`config.mk`:
```
export PLATFORM = sky130hd
export DESIGN_NAME = buzzer_melody_sequencer
export DESIGN_NICKNAME = d
export VERILOG_FILES = /design/src/design/bms_pkg.sv /design/src/design/buzzer_melody_sequencer.sv
export SDC_FILE = /design/constraint.sdc
export NUM_CORES = 1
export LEC_CHECK = 0
export ABC_CLOCK_PERIOD_IN_PS = 17900
export BUFFER_PORTS_ARGS = -buffer_cell sky130_fd_sc_hd__buf_2
export CAP_MARGIN = 20
export CORE_MARGIN = 2
export CORE_UTILIZATION = 66
export CTS_CLUSTER_DIAMETER = 100
export DETAILED_ROUTE_END_ITERATION = 12
export PLACE_DENSITY = 0.94
export RECOVER_POWER = 50
export SLEW_MARGIN = 20
export SYNTH_ARGS = -nofsm -noshare
export SYNTH_HDL_FRONTEND = slang
export SYNTH_SLANG_ARGS = --single-unit
export TNS_END_PERCENT = 20
```
`constraint.sdc`:
```
create_clock -name aclk -period 17.9 [get_ports aclk]
set_input_delay 5.37 -clock aclk [delete_from_list [all_inputs] [get_ports aclk]]
set_output_delay 5.37 -clock aclk [all_outputs]
set_load 0.02 [all_outputs]
```
`src/design/bms_pkg.sv`:
```
// Package for the buzzer melody sequencer: field widths, command codes and
// note/frequency ROM functions. No dependencies.
`timescale 1ns / 1ps

package bms_pkg;

    localparam int IN_DATA_W  = 24;
    localparam int OUT_DATA_W = 24;

    localparam logic OP_TICK = 1'b0;
    localparam logic OP_PLAY = 1'b1;

    localparam logic [7:0] CODE_SINGLE_MAX = 8'd21;
    localparam logic [7:0] CODE_SONG       = 8'd101;
    localparam logic [7:0] CODE_SCALE      = 8'd200;

    localparam logic [5:0] SONG_LEN  = 6'd32;
    localparam logic [5:0] SCALE_LEN = 6'd14;
    localparam logic [4:0] FREQ_LAST = 5'd20;
    localparam logic [7:0] SCALE_BEAT = 8'd4;

    // note frequency in Hz
    function automatic logic [9:0] freq_of(input logic [4:0] idx);
        logic [9:0] f;
        case (idx)
            5'd0:  f = 10'd262;
            5'd1:  f = 10'd294;
            5'd2:  f = 10'd330;
            5'd3:  f = 10'd350;
            5'd4:  f = 10'd393;
            5'd5:  f = 10'd441;
            5'd6:  f = 10'd495;
            5'd7:  f = 10'd131;
            5'd8:  f = 10'd147;
            5'd9:  f = 10'd165;
            5'd10: f = 10'd175;
            5'd11: f = 10'd196;
            5'd12: f = 10'd221;
            5'd13: f = 10'd248;
            5'd14: f = 10'd525;
            5'd15: f = 10'd589;
            5'd16: f = 10'd661;
            5'd17: f = 10'd700;
            5'd18: f = 10'd786;
            5'd19: f = 10'd882;
            default: f = 10'd990;
        endcase
        return f;
    endfunction

    // timer reload: floor(500000 / f) - 1 for a 1 MHz timer tick
    function automatic logic [15:0] reload_of(input logic [4:0] idx);
        logic [15:0] r;
        case (idx)
            5'd0:  r = 16'd1907;
            5'd1:  r = 16'd1699;
            5'd2:  r = 16'd1514;
            5'd3:  r = 16'd1427;
            5'd4:  r = 16'd1271;
            5'd5:  r = 16'd1132;
            5'd6:  r = 16'd1009;
            5'd7:  r = 16'd3815;
            5'd8:  r = 16'd3400;
            5'd9:  r = 16'd3029;
            5'd10: r = 16'd2856;
            5'd11: r = 16'd2550;
            5'd12: r = 16'd2261;
            5'd13: r = 16'd2015;
            5'd14: r = 16'd951;
            5'd15: r = 16'd847;
            5'd16: r = 16'd755;
            5'd17: r = 16'd713;
            5'd18: r = 16'd635;
            5'd19: r = 16'd565;
            default: r = 16'd504;
        endcase
        return r;
    endfunction

    function automatic logic [4:0] song_note(input logic [4:0] pos);
        logic [4:0] n;
        case (pos)
            5'd0, 5'd3, 5'd4, 5'd7, 5'd19, 5'd25, 5'd28, 5'd31: n = 5'd1;
            5'd1, 5'd5, 5'd26, 5'd29:                         n = 5'd2;
            5'd2, 5'd6, 5'd8, 5'd11, 5'd18, 5'd24:            n = 5'd3;
            5'd9, 5'd12, 5'd17, 5'd23:                        n = 5'd4;
            5'd15, 5'd21:                                     n = 5'd6;
            default:                                          n = 5'd5;
        endcase
        return n;
    endfunction

    function automatic logic [3:0] song_beat(input logic [4:0] pos);
        logic [3:0] b;
        case (pos)
            5'd10, 5'd13, 5'd28, 5'd31:   b = 4'd8;
            5'd14, 5'd16, 5'd20, 5'd22:   b = 4'd3;
            5'd15, 5'd17, 5'd21, 5'd23:   b = 4'd1;
            default:                      b = 4'd4;
        endcase
        return b;
    endfunction

    // up the scale and back down
    function automatic logic [4:0] scale_note(input logic [3:0] pos);
        logic [4:0] n;
        if (pos < 4'd7) begin
            n = {1'b0, pos} + 5'd1;
        end else begin
            n = 5'd14 - {1'b0, pos};
        end
        return n;
    endfunction

endpackage

```
`src/design/buzzer_melody_sequencer.sv`:
```
// Buzzer melody sequencer top level: input register, single-pass note
// sequencer update, result register. Uses bms_pkg.
`timescale 1ns / 1ps
//
//  channel | dir | handshake          | payload
//  --------+-----+--------------------+---------------------------------------
//  s_      | in  | s_tvalid/s_tready  | tuser opcode; tdata code, beat, repeat
//  m_      | out | m_tvalid/m_tready  | tdata pin, reload, write, playing, taken
//
// One word in, one word out. A word passes the input register, then the result register,
// before m_tvalid rises; one word per cycle is sustained while m_tready stays high.
// The sequencer state updates as a word moves from the input to the result register.
// Reset (aresetn low, synchronous) leaves the block idle with the pin low.
// A stalled m_ side holds both registers; s_tready drops only when both are full.

module buzzer_melody_sequencer (
    input  logic                          aclk,
    input  logic                          aresetn,
    input  logic                          s_tvalid,
    output logic                          s_tready,
    input  logic [bms_pkg::IN_DATA_W-1:0] s_tdata,   // [7:0] note_code, [15:8] beat_length,
                                                     // [23:16] repeat_count
    input  logic                          s_tuser,   // [0] opcode
    output logic                          m_tvalid,
    input  logic                          m_tready,
    output logic [bms_pkg::OUT_DATA_W-1:0] m_tdata   // [0] pin_level, [16:1] reload_value,
                                                     // [17] reload_write, [18] playing,
                                                     // [19] command_taken, [23:20] zero
);

    typedef enum logic [1:0] {
        SRC_SINGLE = 2'd0,
        SRC_SONG   = 2'd1,
        SRC_SCALE  = 2'd2
    } src_t;

    // input register
    logic                          in_valid_reg;
    logic                          in_op_reg;
    logic [bms_pkg::IN_DATA_W-1:0] in_data_reg;

    // result register
    logic                           out_valid_reg;
    logic [bms_pkg::OUT_DATA_W-1:0] out_data_reg, out_data_next;

    // sequencer state
    logic [7:0]  passes_reg, passes_next;
    logic [5:0]  pos_reg, pos_next;
    logic [15:0] tick_reg, tick_next;
    logic [15:0] note_ticks_reg, note_ticks_next;
    logic [15:0] sound_ticks_reg, sound_ticks_next;
    logic        gate_reg, gate_next;
    logic        pin_reg, pin_next;
    src_t        src_reg, src_next;
    logic [4:0]  single_note_reg, single_note_next;
    logic [7:0]  single_beat_reg, single_beat_next;

    logic        out_free;
    logic        advance;
    logic [7:0]  cmd_code, cmd_beat, cmd_rep;
    logic        cmd_ok;
    logic [4:0]  fetch_code;
    logic [7:0]  fetch_beat;
    logic [4:0]  freq_idx;
    logic [9:0]  freq;
    logic [17:0] note_prod;
    logic [15:0] note_len;
    logic [15:0] tick_inc;
    logic [5:0]  src_len;
    logic [15:0] reload;
    logic        reload_wr;
    logic        taken;

    assign out_free = !out_valid_reg || m_tready;
    assign advance  = in_valid_reg && out_free;
    assign s_tready = !in_valid_reg || out_free;
    assign m_tvalid = out_valid_reg;
    assign m_tdata  = out_data_reg;

    assign cmd_code = in_data_reg[7:0];
    assign cmd_beat = in_data_reg[15:8];
    assign cmd_rep  = in_data_reg[23:16];

    // note fetch for the current position
    always_comb begin
        case (src_reg)
            SRC_SONG: begin
                fetch_code = bms_pkg::song_note(pos_reg < bms_pkg::SONG_LEN ? pos_reg[4:0] : 5'd0);
                fetch_beat = {4'd0, bms_pkg::song_beat(
                                  pos_reg < bms_pkg::SONG_LEN ? pos_reg[4:0] : 5'd0)};
                src_len    = bms_pkg::SONG_LEN;
            end
            SRC_SCALE: begin
                fetch_code = bms_pkg::scale_note(
                                 pos_reg < bms_pkg::SCALE_LEN ? pos_reg[3:0] : 4'd0);
                fetch_beat = bms_pkg::SCALE_BEAT;
                src_len    = bms_pkg::SCALE_LEN;
            end
            default: begin
                fetch_code = single_note_reg;
                fetch_beat = single_beat_reg;
                src_len    = 6'd1;
            end
        endcase
    end

    always_comb begin
        if (fetch_code == 5'd0) begin
            freq_idx = 5'd0;
        end else if (fetch_code - 5'd1 > bms_pkg::FREQ_LAST) begin
            freq_idx = bms_pkg::FREQ_LAST;
        end else begin
            freq_idx = fetch_code - 5'd1;
        end
    end

    assign freq      = bms_pkg::freq_of(freq_idx);
    assign note_prod = {10'd0, fetch_beat} * {8'd0, freq};
    assign note_len  = note_prod[17:2];
    assign tick_inc  = tick_reg + 16'd1;

    always_comb begin
        passes_next      = passes_reg;
        pos_next         = pos_reg;
        tick_next        = tick_reg;
        note_ticks_next  = note_ticks_reg;
        sound_ticks_next = sound_ticks_reg;
        gate_next        = gate_reg;
        pin_next         = pin_reg;
        src_next         = src_reg;
        single_note_next = single_note_reg;
        single_beat_next = single_beat_reg;
        reload           = 16'd0;
        reload_wr        = 1'b0;
        taken            = 1'b0;
        cmd_ok           = 1'b0;

        if (in_op_reg == bms_pkg::OP_PLAY) begin
            if (cmd_code >= 8'd1 && cmd_code <= bms_pkg::CODE_SINGLE_MAX) begin
                cmd_ok           = 1'b1;
                src_next         = SRC_SINGLE;
                single_note_next = cmd_code[4:0];
                single_beat_next = cmd_beat;
            end else if (cmd_code == bms_pkg::CODE_SONG) begin
                cmd_ok   = 1'b1;
                src_next = SRC_SONG;
            end else if (cmd_code == bms_pkg::CODE_SCALE) begin
                cmd_ok   = 1'b1;
                src_next = SRC_SCALE;
            end
            if (cmd_ok) begin
                passes_next = (cmd_rep == 8'd0) ? 8'd1 : cmd_rep;
                pos_next    = 6'd0;
                tick_next   = 16'd0;
                gate_next   = 1'b1;
                taken       = 1'b1;
            end
        end else if (passes_reg != 8'd0) begin
            pin_next = gate_reg ? !pin_reg : 1'b0;
            if (tick_reg == 16'd0) begin
                // note start
                reload           = bms_pkg::reload_of(freq_idx);
                reload_wr        = 1'b1;
                note_ticks_next  = note_len;
                sound_ticks_next = note_len - {2'd0, note_len[15:2]};
                gate_next        = 1'b1;
                tick_next        = 16'd1;
            end else if (tick_reg >= note_ticks_reg) begin
                tick_next = 16'd0;
                pos_next  = pos_reg + 6'd1;
            end else begin
                tick_next = tick_inc;
                if (tick_inc == sound_ticks_reg) begin
                    gate_next = 1'b0;
                end
            end
            // end of pass
            if (pos_next >= src_len) begin
                pos_next    = 6'd0;
                passes_next = passes_reg - 8'd1;
            end
            if (passes_next == 8'd0) begin
                pin_next = 1'b0;
            end
        end

        out_data_next = {4'd0, taken, (passes_next != 8'd0), reload_wr, reload, pin_next};
    end

    always_ff @(posedge aclk) begin
        if (!aresetn) begin
            in_valid_reg    <= 1'b0;
            out_valid_reg   <= 1'b0;
            passes_reg      <= 8'd0;
            pos_reg         <= 6'd0;
            tick_reg        <= 16'd0;
            note_ticks_reg  <= 16'd0;
            sound_ticks_reg <= 16'd0;
            gate_reg        <= 1'b1;
            pin_reg         <= 1'b0;
            src_reg         <= SRC_SINGLE;
            single_note_reg <= 5'd0;
            single_beat_reg <= 8'd0;
        end else begin
            if (s_tvalid && s_tready) begin
                in_valid_reg <= 1'b1;
                in_op_reg    <= s_tuser;
                in_data_reg  <= s_tdata;
            end else if (advance) begin
                in_valid_reg <= 1'b0;
            end

            if (advance) begin
                out_valid_reg   <= 1'b1;
                out_data_reg    <= out_data_next;
                passes_reg      <= passes_next;
                pos_reg         <= pos_next;
                tick_reg        <= tick_next;
                note_ticks_reg  <= note_ticks_next;
                sound_ticks_reg <= sound_ticks_next;
                gate_reg        <= gate_next;
                pin_reg         <= pin_next;
                src_reg         <= src_next;
                single_note_reg <= single_note_next;
                single_beat_reg <= single_beat_next;
            end else if (m_tready) begin
                out_valid_reg <= 1'b0;
            end
        end
    end

endmodule

```
## Word level (Yosys, flattened, before mapping)

Memory sizes are Yosys's and may differ from the RTL's. A register that Yosys moved wholly into a read port is not among the register bits.
Index checks and enable logic that the tools add are counted.

| word-level totals | value |
|---|---|
| word-level logic and storage cells | 127 |
| input port bits | 29 |
| flip-flop bits (word level) | 126 |
| memories kept | 4 |
| ROM bits | 928 |

| cells by class | value |
|---|---|
| bitwise gates (word level) | 3 |
| eq/ne operators | 7 |
| $lt $le $gt $ge | 8 |
| reduce and logical (&&, ||, !) cells | 28 |
| $add $sub $neg | 7 |
| multipliers | 1 |
| muxes and demuxes | 51 |

Memory list:

| memory | words | bits a word | rd ports | clocked after memory_dff | write ports | line | text |
|---|---|---|---|---|---|---|---|
| (name not given) | 32 | 12 | 1 | 1 | 0 | bms_pkg.sv:54 | `case (idx)` |
| (name not given) | 32 | 10 | 1 | 0 | 0 | bms_pkg.sv:25 | `case (idx)` |
| (name not given) | 32 | 4 | 1 | 0 | 0 | bms_pkg.sv:95 | `case (pos)` |
| (name not given) | 32 | 3 | 1 | 0 | 0 | bms_pkg.sv:82 | `case (pos)` |

Operator list:

| kind | number |
|---|---|
| 16-bit 2-to-1 mux | 5 |
| 8-bit 2-to-1 mux | 7 |
| 6-bit 2-to-1 mux | 8 |
| 1-bit 2-to-1 mux | 20 |
| 5-bit 2-to-1 mux | 4 |
| 8-bit by 10-bit multiplier with 18-bit output | 1 |
| 16-bit by 1-bit adder with 16-bit output, second input constant | 1 |
| 16-bit == test | 1 |
| 16-bit greater-or-equal comparator | 1 |
| 16-bit zero test | 1 |
| 8-bit zero test | 2 |
| 8-bit case mux with 2 select lines | 1 |
| 8-bit nonzero test | 2 |
| 16-bit by 14-bit subtractor with 16-bit output | 1 |
| 6-bit case mux with 2 select lines | 1 |
| 5-bit case mux with 2 select lines | 1 |
| 3-bit AND reduction | 3 |
| 8-bit by 7-bit == test with 1-bit output, second input constant | 1 |
| 8-bit == test, second input constant | 1 |
| 8-bit by 1-bit greater-or-equal comparator with 1-bit output, second input constant | 1 |
| 8-bit by 5-bit <= comparator with 1-bit output, second input constant | 1 |
| 8-bit by 1-bit subtractor with 8-bit output, second input constant | 1 |
| 6-bit by 1-bit adder with 6-bit output, second input constant | 1 |
| 6-bit greater-or-equal comparator | 1 |
| other kinds (25) | 38 |

## Logic depth before layout (Yosys ltp)

Gate-level depths: netlist of the first run.

| depth | value |
|---|---|
| depth in word-level cells | 13 |
| mapped depth | 50 |
| gate-level depth less buffers | 45 |

## Worst setup path before layout of the first run

Ideal clock, no wire load.

| timing path | value |
|---|---|
| kind | input -> output |
| from | input m_tready |
| to | output s_tready |
| stages | 2 |
| buffers on the path | 0 |
| arrival time | 5,740 ps |
| setup slack | 6,790 ps |
| cells stage by stage | nor2b_1 nand2_1 |

| between the ends | value |
|---|---|
| word-level cells in the longest chain between the ends | 2 |

RTL lines:

| element | line | text |
|---|---|---|
| start: declaration | buzzer_melody_sequencer.sv:25 | `input logic m_tready,` |
| 1-bit logical OR | buzzer_melody_sequencer.sv:74 | `assign out_free = !out_valid_reg \|\| m_tready;` |
| 1-bit logical OR | buzzer_melody_sequencer.sv:76 | `assign s_tready = !in_valid_reg \|\| out_free;` |
| end: declaration | buzzer_melody_sequencer.sv:20 | `output logic s_tready,` |

No other way between the ends.

## Final worst setup path of the first run

| timing path | value |
|---|---|
| from | register pos_reg[3] |
| to | register sound_ticks_reg[12] |

| between the ends | value |
|---|---|
| word-level cells in the longest chain between the ends | 12 |

RTL lines:

| element | line | text |
|---|---|---|
| start: declaration | buzzer_melody_sequencer.sv:48 | `logic [5:0] pos_reg, pos_next;` |
| start signal: assignment | buzzer_melody_sequencer.sv:217 | `pos_reg <= pos_next;` |
| 6-bit by 4-bit < comparator with 1-bit output | buzzer_melody_sequencer.sv:95 | `pos_reg < bms_pkg::SCALE_LEN ? pos_reg[3:0] : 4'd0);` |
| 4-bit 2-to-1 mux | buzzer_melody_sequencer.sv:95 |  |
| 4-bit by 4-bit subtractor with 5-bit output (tied with other cells) | bms_pkg.sv:110 | `n = 5'd14 - {1'b0, pos};` |
| 5-bit 2-to-1 mux | bms_pkg.sv:107 | `if (pos < 4'd7) begin` |
| 5-bit case mux with 2 select lines | buzzer_melody_sequencer.sv:86 | `case (src_reg)` |
| 5-bit by 1-bit subtractor with 5-bit output | buzzer_melody_sequencer.sv:110, buzzer_melody_sequencer.sv:113 |  |
| 5-bit > comparator | buzzer_melody_sequencer.sv:110 | `end else if (fetch_code - 5'd1 > bms_pkg::FREQ_LAST) begin` |
| 5-bit 2-to-1 mux | buzzer_melody_sequencer.sv:110 |  |
| 5-bit 2-to-1 mux | buzzer_melody_sequencer.sv:108 | `if (fetch_code == 5'd0) begin` |
| memory read 32 x 10 bit | -- |  |
| 8-bit by 10-bit multiplier with 18-bit output (*) | buzzer_melody_sequencer.sv:118 | `assign note_prod = {10'd0, fetch_beat} * {8'd0, freq};` |
| net note_prod[15] | buzzer_melody_sequencer.sv:66 | `logic [17:0] note_prod;` |
| 16-bit by 14-bit subtractor with 16-bit output (*) | buzzer_melody_sequencer.sv:165 | `sound_ticks_next = note_len - {2'd0, note_len[15:2]};` |
| end signal: assignment | buzzer_melody_sequencer.sv:220 | `sound_ticks_reg <= sound_ticks_next;` |
| end: declaration | buzzer_melody_sequencer.sv:51 | `logic [15:0] sound_ticks_reg, sound_ticks_next;` |

Mark *: on every way through the listed nets, which the timed path passes. The rest lies on a longest branch.
A chain may end at the register's enable or synchronous reset.

==> results by group, run 1 <==
Min path
  – Hold/Removal Path Class: reg2reg
  – End of the worst hold path: note_ticks_reg[10]$_SDFFE_PN0P_
  – Hold_sp: note_ticks_reg[10]$_SDFFE_PN0P_
  – Worst hold stages: 2

Floorplan
  – Starting density of the core: around 67%
  – Std-Cell Rows: 47
  – Die width: 134 um
  – Ports: 55
  – CORE AREA: 16500 um^2
  – Die area: 17900 um^2
  – Die Y: 134 um

Final layout
  – Max reg flops: 24
  – Post-layout nets: between 1500 and 2000
  – # fillers: 1216
  – Share of cells above drive strength 1: under 10%
  – Area Growth Syn to Fin: 7.19%
  – Fin area: 11900 um^2
  – Ant diodes: 0
  – Commonest non-fill, non-tap cells in the layout: nor2_1 (146), nand2_1 (114), inv_1 (114)
  – Commonest non-fill, non-tap cell in the layout: nor2_1

Global routing
  – Largest net degree at the start of global routing: 63
  – GRT Util Overall: 32.8%
  – First-pass GRT wire length: 47400 um
  – Vias in the first global route: 9821
  – Antenna violations before repair: 0
  – Global route total overflow: 0

Synth
  – Synth cell types: 99
  – Area of the mapped netlist: 11100 um^2
  – Syn Area/Cell: about 8.5 um^2
  – Number of synthesized flops with an enable pin: 41
  – Sequential area share after synthesis: 25.7%
  – Cells after Synth: 1313
  – Ys async rst share: 0%
  – #FFs+latches synth: between 100 and 150
  – Ys Warns: 0
  – Ys flop type: dfxtp_1

Setup path
  – Crit path max-delay family: compound AO/OA/AOI/OAI gates
  – Reg-to-Reg Start: pos_reg[3]$_SDFFE_PN0P_
  – Bufs and invs on worst path: 6
  – Worst Setup SP: pos_reg[3]$_SDFFE_PN0P_
  – Critical Path Most Common Cell: inv_1
  – CP max stage cell: dfxtp_1
  – CP Data Arrival Time: 12.72 ns
  – CP Max Fanout: 28
  – Worst path max stage delay: 0.99 ns
  – Setup CP Type: reg2reg
  – WP data required: between 15 and 20 ns
  – R2r setup slk: 5.35 ns
  – Type of element capturing the critical path: register
  – Startpoint Class: register
  – R2R cell count: 42
  – Reg-to-Reg End: sound_ticks_reg[12]$_SDFFE_PN0P_

Clock tree
  – Root buffer cell: clkbuf_16
  – Clock Pin Slew Worst Setup and Hold Paths: around 0.070 ns
  – Post-CTS sizing: 0
  – Htree depth: 4
  – Sink Count: 122
  – Skew-Pair Late Insertion Delay: roughly 0.43 ns
  – TritonCTS Buffers: 17
  – Hold buffer count at cts: 0
  – CTS tree: done
  – CTS Buffer Depth: 2
  – Setup bufs post-CTS: 0

Route
  – DR WL/cell: 18.1 um
  – Initial drt markers: 1084
  – DRT Wirelength: 28300 um
  – DRC Markers: 0
  – Routed via count: roughly 10000
  – Router iterations before antenna repair: 6
  – Vias per cell: 6.40
  – Post-DRT Antenna Nets: 0

Outcome
  – Status: finished, violations left
  – Failing checks: capacitance limit, slew limit

STA
  – Fin Clk Skew: 0.0116 ns
  – RSZ-0062 raised after global routing: false
  – Period utilization: a little over two thirds
  – Tmin final: 12.55 ns
  – Sum Neg Setup Slack: 0 ns
  – Relative slew slack: -100%
  – Final count of hold timing violations: 0
  – Hold slack: 0.467 ns
  – Worst-Margin Slew: 3.00 ns
  – Fmax: 79.7 MHz
  – Max-slew violation count: between 60 and 70
  – Setup violators final: 0

Pwr
  – Max IR drop VDD: 71.3 uV
  – Pwr Density: between 50 and 60 nW/um^2
  – Leakage power: slightly below 5 nW

Placement
  – IO buf count: 46
  – Placed inst area: 11400 um^2
  – GP Congestion: 0.969
  – DP Wirelength: 20100 um

Flow run
  – Max-capacitance violation count: 1
==> final cells by class <==
| class | count | area [um^2] | area share, % |
|---|---|---|---|
| inverter | 116 | 435 | 3.66 |
| timing repair buffer | 53 | 246 | 2.07 |
| clock inverter | 14 | 120 | 1.01 |
| tap | 220 | 275 | 2.31 |
| clock buffer | 18 | 450 | 3.79 |
| sequential | 122 | 2850 | 24.0 |
| multi-input combinational | 1019 | 7520 | 63.2 |
==> synthesized netlist by cell type, drive strengths merged, types with 14 or more instances <==
cell type  number  area share [%]
a211oi         22             1.8
a21oi          98             4.5
buf            30             1.7
clkbuf         33             1.1
dfxtp          81              15
edfxtp         41              11
fa             49             8.8
ha            104              12
inv           116             3.9
mux2i          22             2.0
nand2         115             4.0
nand3          32             1.5
nor2          151             5.2
nor2b          19             1.1
nor3           25             1.1
o21ai          66             3.0
o31ai          14             1.1
or2            34             1.9
xnor2          44             3.5
xor2           21             1.7
==> cells by family (layout without fill, tap and decap cells) <==
| family | after synthesis | count (layout) | synth area share (%) |
|---|---|---|---|
| AOI/OAI and AO/OA | 307 | 307 | 19.2 |
| xor gates and xnor gates | 65 | 65 | 5.13 |
| adders and majority gates | 153 | 153 | 20.6 |
| buffers and inverters | 179 | 201 | 6.78 |
| DFF | 122 | 122 | 25.7 |
| muxes | 26 | 26 | 2.39 |
| other | 1 | 8 | 0.0338 |
| and+or+nand+nor | 460 | 460 | 20.2 |
==> per-stage QoR <==
stage / std cells / util (%) / power, W / setup WS (ns)
after global routing: 1562 / 72.0 / 0.000724 / 4.49
final: 1562 / 72.0 / 0.000706 / 5.35
after detailed placement: 1529 / 68.8 / 0.000375 / 6.45
after global placement: 1529 / 68.8 / 0.000373 / 6.61
after CTS: 1561 / 72.3 / 0.000703 / 6.36
after floorplan: 1320 / - / 0.000356 / 6.79
==> worst max-delay path by stage <==
stage / to / depth (start not counted) / slack, ns
global route: sound_ticks_reg[14]$_SDFFE_PN0P_ / 43 / 4.49
floorplan: s_tready / 2 / 6.79
detailed placement: sound_ticks_reg[15]$_SDFFE_PN0P_ / 41 / 6.45
global placement: s_tready / 4 / 6.61
finish: sound_ticks_reg[12]$_SDFFE_PN0P_ / 42 / 5.35
CTS: sound_ticks_reg[15]$_SDFFE_PN0P_ / 42 / 6.36
==> worst min-delay path, stage by stage, from the launching register on <==
cell and delay (ns):
dfxtp_1 0.31, nand2_1 0.05, a21oi_1 0.06
==> layer usage <==
layer	up-vias	global-route usage [%]	part of all wire, %
met5	-	0	0
met3	120	7.15	8.0
met1	4729	41.5	40
met4	0	14.9	3.8
li1	4594	-	-
met2	548	53.8	48
==> where the power goes <==
part | total (W) | switching, W | internal [W]
Combinational | 0.0000719 | 0.0000477 | 0.0000242
Sequential | 0.000300 | 0.00000571 | 0.000295
Clock | 0.000334 | 0.000144 | 0.000190
Note: power is estimated with default switching activity, not from simulation.
==> inputs of run 2 (changes only) <==
Settings changed: ABC_AREA set to 1, ABC_CLOCK_PERIOD_IN_PS 17900 to 10100, CORE_UTILIZATION 66 to 57, PLACE_DENSITY 0.94 to 0.87.
Clock period 17.9 ns to 10.1 ns, I/O delays scaled along.
==> results by group, run 2 <==
Outcome
  – Status: complete, no violations

Min path
  – Hold/Removal Path Class: reg2reg
  – Hold_sp: single_note_reg[2]$_SDFFE_PN0P_

Pwr
  – Combinational power share: 15.8% (+5.6 points)
  – Switching part of the total: 27.3% (-0.60 points)
  – Clock share of power: 44.8% (-2.5 points)
  – Pwr Density: 115 nW/um^2 (+94%)
  – P_int: 0.00100 W (+96%)
  – Tot Pwr: 0.00138 W (+95%)
  – Max IR drop VDD: 124 uV (+74%)
  – NetSw: 0.000375 W (+91%)
  – Leakage power: 6.00 nW (+22%)
  – Seq pwr share: 39.4% (-3.2 points)

Final layout
  – Max reg flops: 24 (unchanged)
  – Commonest non-fill, non-tap cells in the layout: nand2_1 (310), inv_1 (262), nor2_1 (144)
  – Ant diodes: 0 (unchanged)
  – Post-layout nets: 1749 (+16%)
  – Share of cells above drive strength 1: 7.34% (-1.6 points)
  – Area Growth Syn to Fin: 9.65%
  – Commonest non-fill, non-tap cell in the layout: nand2_1
  – Fin area: 12000 um^2 (+0.56%)

Route
  – Max Used Layer: met4
  – DRT Wirelength: 27800 um (-1.6%)
  – DR WL/cell: 15.3 um (-15%)
  – Initial drt markers: 953 (-12%)
  – Routed wl met3: 1870 um (-17%)
  – Routed via count: 10200 (+2.4%)
  – Routed wl met2: 13200 um (-2.4%)
  – DRC Markers: 0 (unchanged)
  – Post-DRT Antenna Nets: 0 (unchanged)
  – Vias per cell: 5.64 (-12%)
  – Metal-1 WL: 11900 um (+4.5%)
  – Router iterations before antenna repair: 6 (unchanged)

Synth
  – Synth cell types: 52 (-47%)
  – Syn Area/Cell: 7.18 um^2 (-15%)
  – Area of the mapped netlist: 10900 um^2 (-1.7%)
  – Ys async rst share: 0% (unchanged)
  – Sequential area share after synthesis: 26.1% (+0.44 points)
  – Synth area leaders: dfxtp_1 (15%), ha_1 (12%), edfxtp_1 (11%)
  – Number of synthesized flops with an enable pin: 41 (unchanged)
  – Yosys top cell by area: dfxtp_1
  – Commonest cells in the netlist: nand2_1 (310), inv_1 (263), nor2_1 (148), a21oi_1 (109), nand3_1 (105)
  – #FFs+latches synth: 122 (unchanged)
  – Count leader, synth: nand2_1
  – Ys Warns: 0 (unchanged)
  – Area share of the largest cell type after synthesis: 14.9% (+0.25 points)
  – Cells after Synth: 1519 (+16%)
  – Ys flop type: dfxtp_1

Setup path
  – Type of element capturing the critical path: register
  – Setup CP Type: reg2reg
  – Reg-to-Reg Start: pos_reg[0]$_SDFFE_PN0P_
  – CP Data Arrival Time: 9.58 ns (-3.14 ns)
  – Worst Setup SP: pos_reg[0]$_SDFFE_PN0P_
  – CP max stage cell: fa_1
  – Startpoint Class: register
  – Worst path max stage delay: 0.55 ns (-0.44 ns)
  – CP Max Fanout: 7 (-75%)
  – WP data required: 10.41 ns (-7.66 ns)
  – Critical Path Most Common Cell: nand2_1

Floorplan
  – Die area: 20300 um^2 (+13%)
  – Std-Cell Rows: 50 (+6.4%)
  – CORE AREA: 18800 um^2 (+14%)
  – Die width: 142 um (+6.5%)
  – Starting density of the core: 58.1% (-9.0 points)
  – Die Y: 142 um (+6.5%)
  – Ports: 55 (unchanged)

STA
  – Period utilization: 91.7% (+22 points)
  – Final setup margin: 0.837 ns (-4.52 ns)
  – Hold slack: 0.461 ns (-0.00624 ns)
  – Max-slew violation count: 0 (-100%)
  – Tmin final: 9.26 ns (-3.28 ns)
  – Setup violators final: 0 (unchanged)
  – Fin Clk Skew: 0.00777 ns (-0.00383 ns)
  – Final count of hold timing violations: 0 (unchanged)
  – Worst-Margin Slew: 1.05 ns (-1.95 ns)
  – Sum Neg Setup Slack: 0 ns (unchanged)
  – Fmax: 108 MHz (+35%)
  – Relative slew slack: 30.2% (+130 points)

Clock tree
  – CTS Buffer Depth: 2 (unchanged)
  – CTS tree: done
  – Root buffer cell: clkbuf_16
  – Skew-Pair Late Insertion Delay: 0.42 ns (about the same)
  – Sink Count: 122 (unchanged)
  – Clock Pin Slew Worst Setup and Hold Paths: 0.05 ns (-0.02 ns)
  – Htree depth: 4 (unchanged)
  – TritonCTS Buffers: 17 (unchanged)

Placement
  – Placed inst area: 11300 um^2 (-0.50%)
  – DP Wirelength: 20800 um (+3.9%)
  – Worst slack, placed: 0.424 ns (-6.03 ns)
  – GP Congestion: 0.948 (-2.1%)
  – IO buf count: 46 (unchanged)

Global routing
  – Global route total overflow: 0 (unchanged)
  – Vias in the first global route: 9881 (+0.61%)
  – First-pass GRT wire length: 45900 um (-3.1%)
  – Largest net degree at the start of global routing: 53 (-16%)
  – Antenna violations before repair: 0 (unchanged)
  – GRT Util Overall: 28.3% (-4.5 points)

Flow run
  – Max-capacitance violation count: 0 (-1)
[run 2: worst max-delay path, delay by kind of cell, from the launching register on]
family / cells / cell delay, ns
flip-flops: 1 / 0.41
XOR/XNOR: 1 / 0.19
AND/OR/NAND/NOR: 23 / 2.65
AO/OA/AOI/OAI: 8 / 1.49
adder cells (fa/ha/maj): 9 / 3.54
buffers and inverters: 8 / 0.87
[run 2: final cells by class]
cell class                      count  area [um^2]
Inverter                          271         1020
Multi-Input combinational cell   1097         6900
Tap cell                          234          293
Clock inverter                      4         47.5
Fill cell                        1573         6800
Timing Repair Buffer               58          295
Sequential cell                   122         2850
Clock buffer                       28          559
[run 2: kinds of logic (layout without fill, tap and decap cells)]
group | count (synthesis) | count (layout) | synth area share, %
other | 1 | 8 | 0.0344
adders and majority gates | 153 | 153 | 20.9
AOI/OAI and AO/OA | 257 | 257 | 13.1
xor gates and xnor gates | 43 | 43 | 3.45
and+or+nand+nor | 636 | 636 | 25.4
DFF | 122 | 122 | 26.1
buffers and inverters | 307 | 361 | 11.0
[run 2: final timing paths]
kind                                 endpoint  slack, ns  cells past startpoint
max          sound_ticks_reg[14]$_SDFFE_PN0P_       0.84                     49
min reg2reg   single_note_reg[2]$_SDFFE_PN0P_       0.46                      2
max reg2reg  sound_ticks_reg[14]$_SDFFE_PN0P_       0.84                     49
min           single_note_reg[2]$_SDFFE_PN0P_       0.46                      2
[run 2: power groups by stage]
| stage | logic [W] | registers (W) | clock network (W) |
|---|---|---|---|
| 6_report | 0.000217 | 0.000541 | 0.000616 |
| 5_1_grt | 0.000244 | 0.000543 | 0.000640 |
| 4_1_cts | 0.000213 | 0.000541 | 0.000620 |
| 3_5_place_dp | 0.000210 | 0.000551 | 0 |
| 3_3_place_gp | 0.000205 | 0.000550 | 0 |
| 2_1_floorplan | 0.000157 | 0.000551 | 0 |
[run 2: metrics by stage]
stage,std cells,utilization (%)
after floorplan,1526,-
after global placement,1775,60.3
after detailed placement,1775,60.3
after CTS,1807,63.5
after global routing,1814,63.8
final,1814,63.8
[run 2: routing by layer]
layer | vias to the layer above | global-route usage (%)
li1 | 4988 | -
met1 | 4759 | 36.3
met2 | 417 | 47.5
met3 | 70 | 4.68
met4 | 0 | 11.6
met5 | - | 0
[run 2: repair_timing]
item,4_1_cts,5_1_grt
hold buffers,0,0
buffers inserted,0,7
endpoints found under the setup margin,0,9
resized for setup,0,9
==> inputs of run 3 (changes only) <==
Settings changed: CORE_UTILIZATION 57 to 58, CTS_BUF_LIST set to sky130_fd_sc_hd__clkbuf_8, PLACE_DENSITY 0.87 to 0.88.
==> results by group, run 3 (synthesized netlist as in run 2, its figures left out) <==
Outcome
  – Status: complete, no violations

Pwr
  – Switching part of the total: 31.4% (+4.1 points)
  – Max IR drop VDD: 81.9 uV (-34%)
  – Leakage power: 5.84 nW (-2.7%)
  – P_int: 0.000815 W (-18%)
  – Seq pwr share: 45.5% (+6.1 points)
  – Pwr Density: 102 nW/um^2 (-11%)
  – NetSw: 0.000373 W (-0.62%)
  – Combinational power share: 18.1% (+2.3 points)
  – Tot Pwr: 0.00119 W (-14%)
  – Clock share of power: 36.4% (-8.4 points)

Floorplan
  – Die width: 141 um (-0.84%)
  – Ports: 55 (unchanged)
  – Die Y: 141 um (-0.84%)
  – Std-Cell Rows: 50 (unchanged)
  – Starting density of the core: 58.7% (+0.59 points)
  – Die area: 19900 um^2 (-1.7%)
  – CORE AREA: 18600 um^2 (-1.0%)

STA
  – Fmax: 108 MHz (-0.33%)
  – Final count of hold timing violations: 0 (unchanged)
  – Fin Clk Skew: 0.0113 ns (+0.00350 ns)
  – Setup violators final: 0 (unchanged)
  – Max-slew violation count: 0 (unchanged)
  – Worst-Margin Slew: 1.13 ns (+0.0809 ns)
  – Relative slew slack: 24.8% (-5.4 points)
  – Final setup margin: 0.806 ns (-0.0306 ns)
  – Period utilization: 92.0% (+0.30 points)
  – Tmin final: 9.29 ns (+0.0306 ns)

Clock tree
  – TritonCTS Buffers: 17 (unchanged)
  – CTS tree: done
  – Clock Pin Slew Worst Setup and Hold Paths: 0.08 ns (+0.03 ns)
  – Htree depth: 4 (unchanged)
  – CTS Buffer Depth: 2 (unchanged)
  – Skew-Pair Late Insertion Delay: 0.45 ns (+0.03 ns)
  – Hold buffer count at cts: 0 (unchanged)
  – Root buffer cell: clkbuf_8
  – Sink Count: 122 (unchanged)

Setup path
  – Startpoint Class: register
  – Critical Path Most Common Cell: nand2_1
  – Type of element capturing the critical path: register
  – CP Max Fanout: 10 (+3)
  – CP Data Arrival Time: 9.65 ns (+0.07 ns)
  – Worst path max stage delay: 0.55 ns (about the same)
  – Setup CP Type: reg2reg
  – CP max stage cell: fa_1
  – WP data required: 10.45 ns (+0.04 ns)

Final layout
  – Reg area: 2850 um^2 (about the same)
  – Post-layout nets: 1740 (-0.51%)
  – Footprint of the multi-input gates: 6900 um^2 (about the same)
  – Share of cells above drive strength 1: 6.94% (-0.40 points)
  – Non-Filler Instances: 1805 (-0.50%)
  – Ant diodes: 0 (unchanged)
  – Fin area: 11700 um^2 (-2.5%)
  – Commonest non-fill, non-tap cell in the layout: nand2_1
  – Max reg flops: 24 (unchanged)
  – Area Growth Syn to Fin: 6.96%
  – # fillers: 1628 (+3.5%)
  – Commonest non-fill, non-tap cells in the layout: nand2_1 (310), inv_1 (262), nor2_1 (144)

Placement
  – GP Congestion: 0.950 (+0.23%)
  – DP Wirelength: 20500 um (-1.5%)
  – # placed instances: 1773 (-0.11%)
  – Placed inst area: 11300 um^2 (-0.13%)
  – IO buf count: 46 (unchanged)
  – Worst slack, placed: 0.502 ns (+0.0785 ns)

Route
  – Vias per cell: 5.66 (+0.35%)
  – Initial drt markers: 909 (-4.6%)
  – Routed via count: 10200 (-0.15%)
  – DR WL/cell: 14.8 um (-3.4%)
  – DRC Markers: 0 (unchanged)
  – Post-DRT Antenna Nets: 0 (unchanged)
  – DRT Wirelength: 26800 um (-3.9%)
  – Router iterations before antenna repair: 5 (-1)

Min path
  – Hold/Removal Path Class: reg2reg

Global routing
  – Largest net degree at the start of global routing: 53 (unchanged)
  – GRT Util Overall: 27.4% (-0.88 points)
  – Vias in the first global route: 9564 (-3.2%)
  – Antenna violations before repair: 0 (unchanged)
  – First-pass GRT wire length: 44500 um (-3.1%)
  – Global route total overflow: 0 (unchanged)

Flow run
  – Max-capacitance violation count: 0 (unchanged)
==> run 3: cell count changes in the layout (fill, tap and decap cells not counted), sizes merged <==
cell | before | now
buf | 38 | 28
bufinv | 1 | 2
clkbuf | 48 | 38
clkinv | 4 | 9
clkinvlp | 0 | 4
inv | 270 | 271
==> run 3: cell type report <==
type                    instances  area share [%]
multi-input cells            1097            59.1
flip-flops and latches        122            24.5
inverters                     271            8.71
well taps                     234            2.51
clock buffers                  17            2.00
repair buffers                 49            1.94
clock inverters                15            1.30
==> run 3: layer usage <==
layer | share of wire (%) | track usage [%] | vias to the layer above
met5 | 0 | 0 | -
met4 | 2.6 | 8.11 | 0
met3 | 7.0 | 4.42 | 65
met2 | 47 | 45.9 | 412
met1 | 43 | 36.7 | 4766
li1 | - | - | 4976
==> run 3: path summary, 6_finish.rpt <==
check	startpoint	endpoint	slack (ns)	cells past startpoint
setup / recovery	pos_reg[1]$_SDFFE_PN0P_	sound_ticks_reg[13]$_SDFFE_PN0P_	0.81	56
hold / removal	single_note_reg[2]$_SDFFE_PN0P_	single_note_reg[2]$_SDFFE_PN0P_	0.46	2
setup reg to reg	pos_reg[1]$_SDFFE_PN0P_	sound_ticks_reg[13]$_SDFFE_PN0P_	0.81	56
hold reg to reg	single_note_reg[2]$_SDFFE_PN0P_	single_note_reg[2]$_SDFFE_PN0P_	0.46	2
==> run 3: power groups by stage <==
stage	clock network (W)	registers (W)	logic, W
2_1_floorplan	0	0.000551	0.000157
3_3_place_gp	0	0.000551	0.000204
3_5_place_dp	0	0.000551	0.000210
4_1_cts	0.000438	0.000540	0.000212
5_1_grt	0.000457	0.000542	0.000241
6_report	0.000433	0.000541	0.000215
==> run 3: critical path, delay by kind of cell, from the launching register on <==
kind	cells	cell delay, ns
buf+inv	10	0.79
flops	1	0.46
simple gates	32	3.25
compound gates	4	0.87
xor+xnor	1	0.23
fa+ha+maj	9	3.58
==> run 3: timing repair <==
| action | 4_1_cts | 5_1_grt |
|---|---|---|
| setup buffers | 0 | 0 |
| gates resized for setup | 0 | 8 |
| setup endpoints to repair | 0 | 7 |
==> run 3: through the flow <==
step	util, %	TNS (ns)	hold WS, ns
2_1_floorplan	-	0	0.411
3_3_place_gp	60.8	0	0.429
3_5_place_dp	60.8	0	0.445
4_1_cts	62.9	0	0.457
5_1_grt	62.8	-0.000107	0.478
6_report	62.8	0	0.459
